==> src/rtl/core/assert_macros.svh <==
// Assertion macros shared by the luma histogram equalizer RTL
`ifndef ASSERT_MACROS_SVH
`define ASSERT_MACROS_SVH
`ifndef ASSERT_OFF
`define ASSERT_ALWAYS(label, cond) \
  label: assert property (@(posedge clk) disable iff (!rst_n) (cond)) \
    else $error("assertion failed");
`define ASSERT_IMPLIES(label, pre, post) \
  label: assert property (@(posedge clk) disable iff (!rst_n) (pre) |-> (post)) \
    else $error("assertion failed");
`else
`define ASSERT_ALWAYS(label, cond)
`define ASSERT_IMPLIES(label, pre, post)
`endif
`endif

==> src/rtl/core/lhe_pkg.sv <==
// Shared types and constants of the luma histogram equalizer
package lhe_pkg;
  localparam int COUNT_BITS = 22;
  localparam int LEVELS     = 256;
  localparam int LUMA_W     = 8;
  localparam int LVL_W      = $clog2(LEVELS);
  localparam int PROD_W     = COUNT_BITS + 8;
  localparam int DIVC_W     = $clog2(PROD_W);
  localparam int QUEUE_DEPTH = 4;
  localparam int QPTR_W     = $clog2(QUEUE_DEPTH);

  localparam logic [1:0] ACT_CLEAR = 2'd0;
  localparam logic [1:0] ACT_COUNT = 2'd1;
  localparam logic [1:0] ACT_MAP   = 2'd2;
  localparam logic [1:0] ACT_NONE  = 2'd3;

  localparam logic [LUMA_W-1:0] OUT_MAX = 8'd255;

  typedef struct packed {
    logic [1:0]        action;
    logic [LUMA_W-1:0] luma;
  } lhe_item_t;
endpackage

==> src/rtl/core/lhe_front.sv <==
// Input acceptance, classification and item queue
module lhe_front (
  input  logic              clk,
  input  logic              rst_n,
  input  logic              in_tvalid,
  output logic              in_tready,
  input  logic [7:0]        in_tdata,   // [7:0] luma
  input  logic [1:0]        in_tuser,   // [1:0] action
  output logic              q_valid,
  output lhe_pkg::lhe_item_t q_item,
  input  logic              q_ready
);
  lhe_pkg::lhe_item_t queue_r [lhe_pkg::QUEUE_DEPTH];
  logic [lhe_pkg::QPTR_W-1:0] wr_ptr_r, rd_ptr_r;
  logic [lhe_pkg::QPTR_W:0]   cnt_r, cnt_nxt;
  logic push, pop;

  assign in_tready = (cnt_r != (lhe_pkg::QPTR_W+1)'(lhe_pkg::QUEUE_DEPTH));
  // drop unused action codes at the door
  assign push      = in_tvalid && in_tready && (in_tuser != lhe_pkg::ACT_NONE);
  assign q_valid   = (cnt_r != '0);
  assign pop       = q_valid && q_ready;
  assign q_item    = queue_r[rd_ptr_r];

  always_comb begin
    cnt_nxt = cnt_r;
    if (push && !pop) begin
      cnt_nxt = cnt_r + 1'b1;
    end else if (pop && !push) begin
      cnt_nxt = cnt_r - 1'b1;
    end
  end

  always_ff @(posedge clk) begin
    if (!rst_n) begin
      wr_ptr_r <= '0;
      rd_ptr_r <= '0;
      cnt_r    <= '0;
    end else begin
      cnt_r <= cnt_nxt;
      if (push) begin
        wr_ptr_r <= wr_ptr_r + 1'b1;
      end
      if (pop) begin
        rd_ptr_r <= rd_ptr_r + 1'b1;
      end
    end
  end

  always_ff @(posedge clk) begin
    if (push) begin
      queue_r[wr_ptr_r] <= '{action: in_tuser, luma: in_tdata};
    end
  end
endmodule

==> config.mk <==
export PLATFORM = sky130hd
export DESIGN_NAME = lhe_front
export DESIGN_NICKNAME = d
export VERILOG_FILES = /design/src/rtl/core/assert_macros.svh /design/src/rtl/core/lhe_pkg.sv /design/src/rtl/core/lhe_front.sv
export SDC_FILE = /design/constraint.sdc
export NUM_CORES = 1
export LEC_CHECK = 0
export ABC_CLOCK_PERIOD_IN_PS = 2450
export BUFFER_PORTS_ARGS = -buffer_cell sky130_fd_sc_hd__buf_2
export CAP_MARGIN = 20
export CORE_UTILIZATION = 40
export CTS_CLUSTER_DIAMETER = 30
export DETAILED_ROUTE_END_ITERATION = 10
export PLACE_DENSITY = 0.7
export REMOVE_ABC_BUFFERS = 1
export SYNTH_ARGS = -nofsm -noshare
export SYNTH_HDL_FRONTEND = slang
export SYNTH_SLANG_ARGS = --single-unit
==> constraint.sdc <==
create_clock -name clk -period 2.45 [get_ports clk]
set_clock_uncertainty 0.2 [all_clocks]
set_input_delay 0.6125 -clock clk [delete_from_list [all_inputs] [get_ports clk]]
set_output_delay 0.6125 -clock clk [all_outputs]
set_load 0.01 [all_outputs]
==> reports/qor.yml, run 1 <==
yosys_warnings: 0
place_congestion: 0.739
min_from: "wr_ptr_r[0]$_SDFFE_PN0P_"
status: "completed"
die_w_um: 71.6
synth_commonest_cells: "40 x edfxtp_1, 10 x mux4_2, 9 x dfxtp_1"
synth_compound_area_frac: 0.0310
grt_pass1_wl_mm: 4.94
period_share: 0.953
yosys-mux-area-fraction: 0.132
synth_top_area_cell: "edfxtp_1"
clock-sinks: 49
clkPwrFrac: 0.281
min_path_cells: 2
synthTopCellsByArea: "edfxtp_1 62%, mux4_2 12%, dfxtp_1 9.3%"
rsz0062_at_grt: "false"
final_max_slew_viol_count: 0
path_class: "flop to primary output"
place_area_um2: 2200
ys.flop_type: "edfxtp_1"
yosysUniqueCellTypes: 22
drtIter0Drc: 54
coreArea_um2: 4500
endpoint_kind: "primary output"
power_switching_uw: 627
wl_per_cell_um: 15.6
cts.clk_slew.worst_paths_ns: 0.09
via_per_inst: 5.04
ioPinCount: 26
start_kind: "flop"
cts_buffers: 5
yosysMostFrequentCell: "edfxtp_1"
synth_top_area_frac: 0.620
ys_seq_elements: 49
setup_viol: 0
cts_buffer_depth: 2
drt-total-wl_mm: 3.00
n_fill_cell: 377
synthAdderAreaFrac: 0.0426
hold_violations: 0
cts_max_level: 2
overflow: 0
syn_avg_cell_area_um2: 19.2
crit_buf_inv: 2
hp-class: "flop to flop"
drc: 0
die_area_um2: 5120
syn_inst: 101
die_y_um: 71.6
switching_share: 0.263
r2r_cells: 8
maxCapViolations: 0
peakVddDrop_mv: 0.528
whs_ns: 0.313
final_area_um2: 2350
reg2reg_slack_ns: 0.18
ys_seq_area_frac: 0.713
path_cells: "buf_4 > mux4_2 > buf_2"
start_util: 0.430
place_hpwl_mm: 2.03
nets: 160
synth-edff-count: 40
p_per_area_nw_per_um2: 1020
cts_tree: "done"
port_buffers: 25
reg2reg_from: "cnt_r[1]$_SDFFE_PN0P_"
insertedDiodeCount: 0
firstDrtPassIters: 2
area_growth_pct: 21.2
slowest_delay_ns: 0.53
synth_top_family_by_area: "multiplexers"
r2r-end: "cnt_r[2]$_SDFFE_PN0P_"
clkLatencyLatePin_ns: 0.29
critPathRequiredTime_ns: 1.64
syn-cell-area_um2: 1940
grt_pass1_vias: 976
antenna_found_initial: 0
routed-via-count: 973
relSlewSlack: 0.650
p_comb_frac: 0.264
synthArstFlopShare: 0
p_leak_nw: 0.851
post-place-ws_ns: -0.199
final_antenna_net_count: 0
arrival_ns: 1.52
num_rows: 24
crit_slowest_cell: "mux4_2"
max_freq_mhz: 428
p_total_mw: 2.39
worst_slew_pin_slew_ns: 0.524
synth_xor_area_frac: 0.0181
grt_usage: 0.132
p_seq_frac: 0.454
drive_gt1_frac: 0.418
hold-path-endpoint: "wr_ptr_r[0]$_SDFFE_PN0P_"
cts-root-buf: "clkbuf_8"
grt_max_degree: 17
fin_crit_ns: 2.33
power.internal_mw: 1.76
worst_slack_ns: 0.115
cp_top_family: "multiplexers"
synth_simple_gate_area_frac: 0.0491
cp_max_fo: 10
cts_post_setup_buffers_inserted: 0
==> state kept, by name (all words and copies together), names as in the netlist, named ones only <==
name	flops
queue_r	40
cnt_r	3
rd_ptr_r	2
wr_ptr_r	2
==> layout make-up <==
| class | count | area [µm²] | share of cell area |
|---|---|---|---|
| Sequential cell | 49 | 1390 | 0.592 |
| Inverter | 4 | 15.0 | 0.00640 |
| Tap cell | 52 | 65.1 | 0.0277 |
| Clock buffer | 5 | 68.8 | 0.0293 |
| Clock inverter | 3 | 68.8 | 0.0293 |
| Timing Repair Buffer | 35 | 213 | 0.0906 |
| Multi-Input combinational cell | 45 | 528 | 0.225 |
==> worst max-delay path by stage <==
stage | slack [ns] | to | cells after the start | from
2_1_floorplan | -0.04 | cnt_r[2]$_SDFFE_PN0P_ | 7 | in_tuser[0]
4_1_cts | 0.03 | cnt_r[2]$_SDFFE_PN0P_ | 8 | cnt_r[0]$_SDFFE_PN0P_
3_3_place_gp | -0.06 | cnt_r[2]$_SDFFE_PN0P_ | 8 | in_tuser[0]
6_report | 0.12 | q_item[8] | 3 | flop
3_5_place_dp | -0.20 | cnt_r[2]$_SDFFE_PN0P_ | 8 | in_tuser[0]
5_1_grt | 0.01 | cnt_r[2]$_SDFFE_PN0P_ | 8 | cnt_r[1]$_SDFFE_PN0P_
==> layer usage <==
layer  up-vias  track usage  wire length, µm
met1       478        0.158             1330
met5         -            0                0
met4         0       0.0458               44
met3         5       0.0464              144
li1        464            -                -
met2        26        0.223             1490
==> cell usage in the layout, fill, tap and decap left out, types with 2 or more instances in the layout <==
| cell | count |
|---|---|
| edfxtp_1 | 40 |
| buf_2 | 25 |
| mux4_2 | 10 |
| buf_4 | 9 |
| and2_1 | 8 |
| dfxtp_1 | 7 |
| nand2_1 | 5 |
| ha_1 | 5 |
| clkbuf_8 | 5 |
| inv_1 | 4 |
| xnor2_1 | 3 |
| mux2i_1 | 3 |
| bufinv_16 | 2 |
| dfxtp_4 | 2 |
==> tightest hold or removal path, stage by stage, from the launching register on <==
cell and delay (ns):
dfxtp_1 0.35, nand2_1 0.07, mux2i_1 0.06
==> kinds of logic after synthesis <==
kind of cell	after synthesis
adders and majority gates	6
DFF	49
and+or+nand+nor	17
xor gates and xnor gates	4
AOI/OAI and AO/OA	5
muxes	13
buffers and inverters	7
==> per-stage QoR <==
step / cells / utilization / TNS (ns)
after detailed placement: 185 / 0.489 / -0.199
final: 193 / 0.521 / 0
after CTS: 193 / 0.520 / 0
after global routing: 193 / 0.521 / 0
after global placement: 185 / 0.489 / -0.0582
after floorplan: 98 / - / -0.0383
==> timing repair <==
item | in CTS | in global routing
hold buffers | 0 | 0
pin swaps | 0 | 0
endpoints found under the setup margin | 1 | 1
gates resized for setup | 1 | 4
==> power groups by stage <==
stage | Combinational, mW | Sequential, mW | Clock, mW
after floorplan | 0.390 | 1.11 | 0
after global placement | 0.624 | 1.09 | 0
after detailed placement | 0.640 | 1.10 | 0
after CTS | 0.645 | 1.08 | 0.693
after global routing | 0.691 | 1.10 | 0.727
final | 0.631 | 1.08 | 0.672
Power figures use the tool's default switching activity.
==> run 2, diff against run 1 <==
--- a/config.mk
+++ b/config.mk
@@ -6,12 +6,12 @@
 export NUM_CORES = 1
 export LEC_CHECK = 0
 export ABC_CLOCK_PERIOD_IN_PS = 2450
-export BUFFER_PORTS_ARGS = -buffer_cell sky130_fd_sc_hd__buf_2
 export CAP_MARGIN = 20
 export CORE_UTILIZATION = 40
 export CTS_CLUSTER_DIAMETER = 30
 export DETAILED_ROUTE_END_ITERATION = 10
-export PLACE_DENSITY = 0.7
+export DONT_BUFFER_PORTS = 1
+export PLACE_DENSITY = 0.65
 export REMOVE_ABC_BUFFERS = 1
 export SYNTH_ARGS = -nofsm -noshare
 export SYNTH_HDL_FRONTEND = slang
==> run 2 against run 1 <==
  * Count of clock-buffer cells in the layout unchanged
  * Cell count down 15%
  * Critical path depth down 1
  * Power down 11%
  * Combinational power down 9.4%
  * Wire length down 0.27%
  * Critical path type unchanged
  * Sequential power about the same
  * Sequential cell count unchanged
  * Clock power down 33%
==> reports/qor.yml, run 2 (same netlist as run 1, synthesis figures left out) <==
status: "completed"
final_area_um2: 2200  # -6.3%
power.internal_mw: 1.51  # -14%
layout_common_cells: "40 x edfxtp_1, 10 x mux4_2, 8 x and2_1"
fin_crit_ns: 2.30  # -0.0317 ns
top_regs: "queue_r: 40 flops, cnt_r: 3 flops"
final_antenna_net_count: 0  # unchanged
cts.repair.resized: 1  # unchanged
whs_ns: 0.205  # -0.108 ns
antenna_found_initial: 0  # unchanged
cts_post_setup_buffers_inserted: 0  # unchanged
grt_pass1_vias: 928  # -4.9%
n_fill_cell: 361  # -4.2%
cts_max_level: 2  # unchanged
clock-sinks: 49  # unchanged
hp-class: "primary input to flop"
cts_buffers: 5  # unchanged
arrival_ns: 1.49  # -0.03 ns
grt_usage: 0.138  # +0.00557
holdBufCountCts: 0  # unchanged
p_leak_nw: 0.727  # -15%
coreArea_um2: 4500  # unchanged
cts-root-buf: "clkbuf_8"
worst_slew_pin_slew_ns: 0.503  # -0.0212 ns
area_growth_pct: 13.5
hold_violations: 0  # unchanged
cp_max_fo: 8  # -2
maxCapViolations: 0  # unchanged
clkPwrFrac: 0.214  # -0.067
drc: 0  # unchanged
mostFrequentLayoutCell: "edfxtp_1"
p_comb_frac: 0.270  # +0.006
critPathRequiredTime_ns: 1.64  # about the same
port_buffers: 0  # -100%
switching_share: 0.287  # +0.0238
die_area_um2: 5120  # unchanged
rsz0062_at_grt: "false"
setup_viol: 0  # unchanged
path_class: "flop to primary output"
drt-total-wl_mm: 2.99  # -0.27%
setup_tns_ns: 0  # unchanged
peakVddDrop_mv: 0.380  # -28%
grt_max_degree: 16  # -1
place_inst: 157  # -15%
largest_reg_flops: 40  # unchanged
regMostFlops: "queue_r"
endpoint_kind: "primary output"
clkLatencyLatePin_ns: 0.29  # about the same
overflow: 0  # unchanged
routed-via-count: 869  # -11%
wl_per_cell_um: 18.1  # +17%
via_per_inst: 5.27  # +4.5%
place_area_um2: 2100  # -4.4%
die_w_um: 71.6  # unchanged
relSlewSlack: 0.664  # +0.0142
drtIter0Drc: 36  # -33%
insertedDiodeCount: 0  # unchanged
cts.clk_slew.worst_paths_ns: 0.09  # about the same
nets: 132  # -18%
max_freq_mhz: 434  # +1.4%
ioPinCount: 26  # unchanged
final_max_slew_viol_count: 0  # unchanged
cts_buffer_depth: 2  # unchanged
fin_cells: 165  # -15%
p_per_area_nw_per_um2: 963  # -5.3%
grt_pass1_wl_mm: 4.95  # +0.28%
place_congestion: 0.720  # -2.5%
power_switching_uw: 607  # -3.2%
firstDrtPassIters: 4  # +2
num_rows: 24  # unchanged
cts_tree: "done"
start_util: 0.430  # unchanged
place_hpwl_mm: 2.16  # +6.4%
start_kind: "flop"
drive_gt1_frac: 0.274  # -0.144
p_seq_frac: 0.516  # +0.062
die_y_um: 71.6  # unchanged
period_share: 0.940  # -0.0129
[run 2: area by class of cell]
| class | instances | area, µm² | share of cell area |
|---|---|---|---|
| sequential | 49 | 1390 | 0.631 |
| multi-input combinational | 45 | 531 | 0.241 |
| timing repair buffer | 7 | 115 | 0.0524 |
| clock buffer | 5 | 68.8 | 0.0313 |
| tap | 52 | 65.1 | 0.0296 |
| clock inverter | 3 | 17.5 | 0.00797 |
| inverter | 4 | 15.0 | 0.00683 |
[run 2: stage by stage]
stage,util,setup WS (ns),power (mW)
after global routing,0.488,0.0397,2.23
after global placement,0.467,0.0508,1.66
final,0.488,0.147,2.12
after CTS,0.487,0.0669,2.14
after detailed placement,0.467,-0.0314,1.68
after floorplan,-,-0.0383,1.50
[run 2: power groups by stage]
stage	combinational, mW	sequential [mW]	clock (mW)
CTS	0.579	1.09	0.469
global placement	0.562	1.10	0
global route	0.623	1.11	0.503
detailed placement	0.574	1.11	0
floorplan	0.390	1.11	0
finish	0.572	1.09	0.453
[run 2: final timing paths]
kind,start,endpoint,slack [ns],cells after the start
setup / recovery,flop,q_item[7],0.15,2
hold / removal,in_tdata[2],queue_r[0][2]$_DFFE_PP_,0.21,0
setup reg to reg,cnt_r[1]$_SDFFE_PN0P_,cnt_r[2]$_SDFFE_PN0P_,0.17,7
hold reg to reg,wr_ptr_r[1]$_SDFFE_PN0P_,wr_ptr_r[1]$_SDFFE_PN0P_,0.31,2
[run 2: worst max-delay path, stage by stage (launching register included)]
cell,delay (ns)
dfxtp_1,0.46
buf_12,0.18
mux4_2,0.55
[run 2: metal layers]
metal  track usage  up-vias  part of all wire
li1              -      410                 -
met1         0.163      436              0.42
met2         0.226       21              0.53
met3        0.0520        2             0.047
met4        0.0588        0            0.0057
met5             0        -                 0
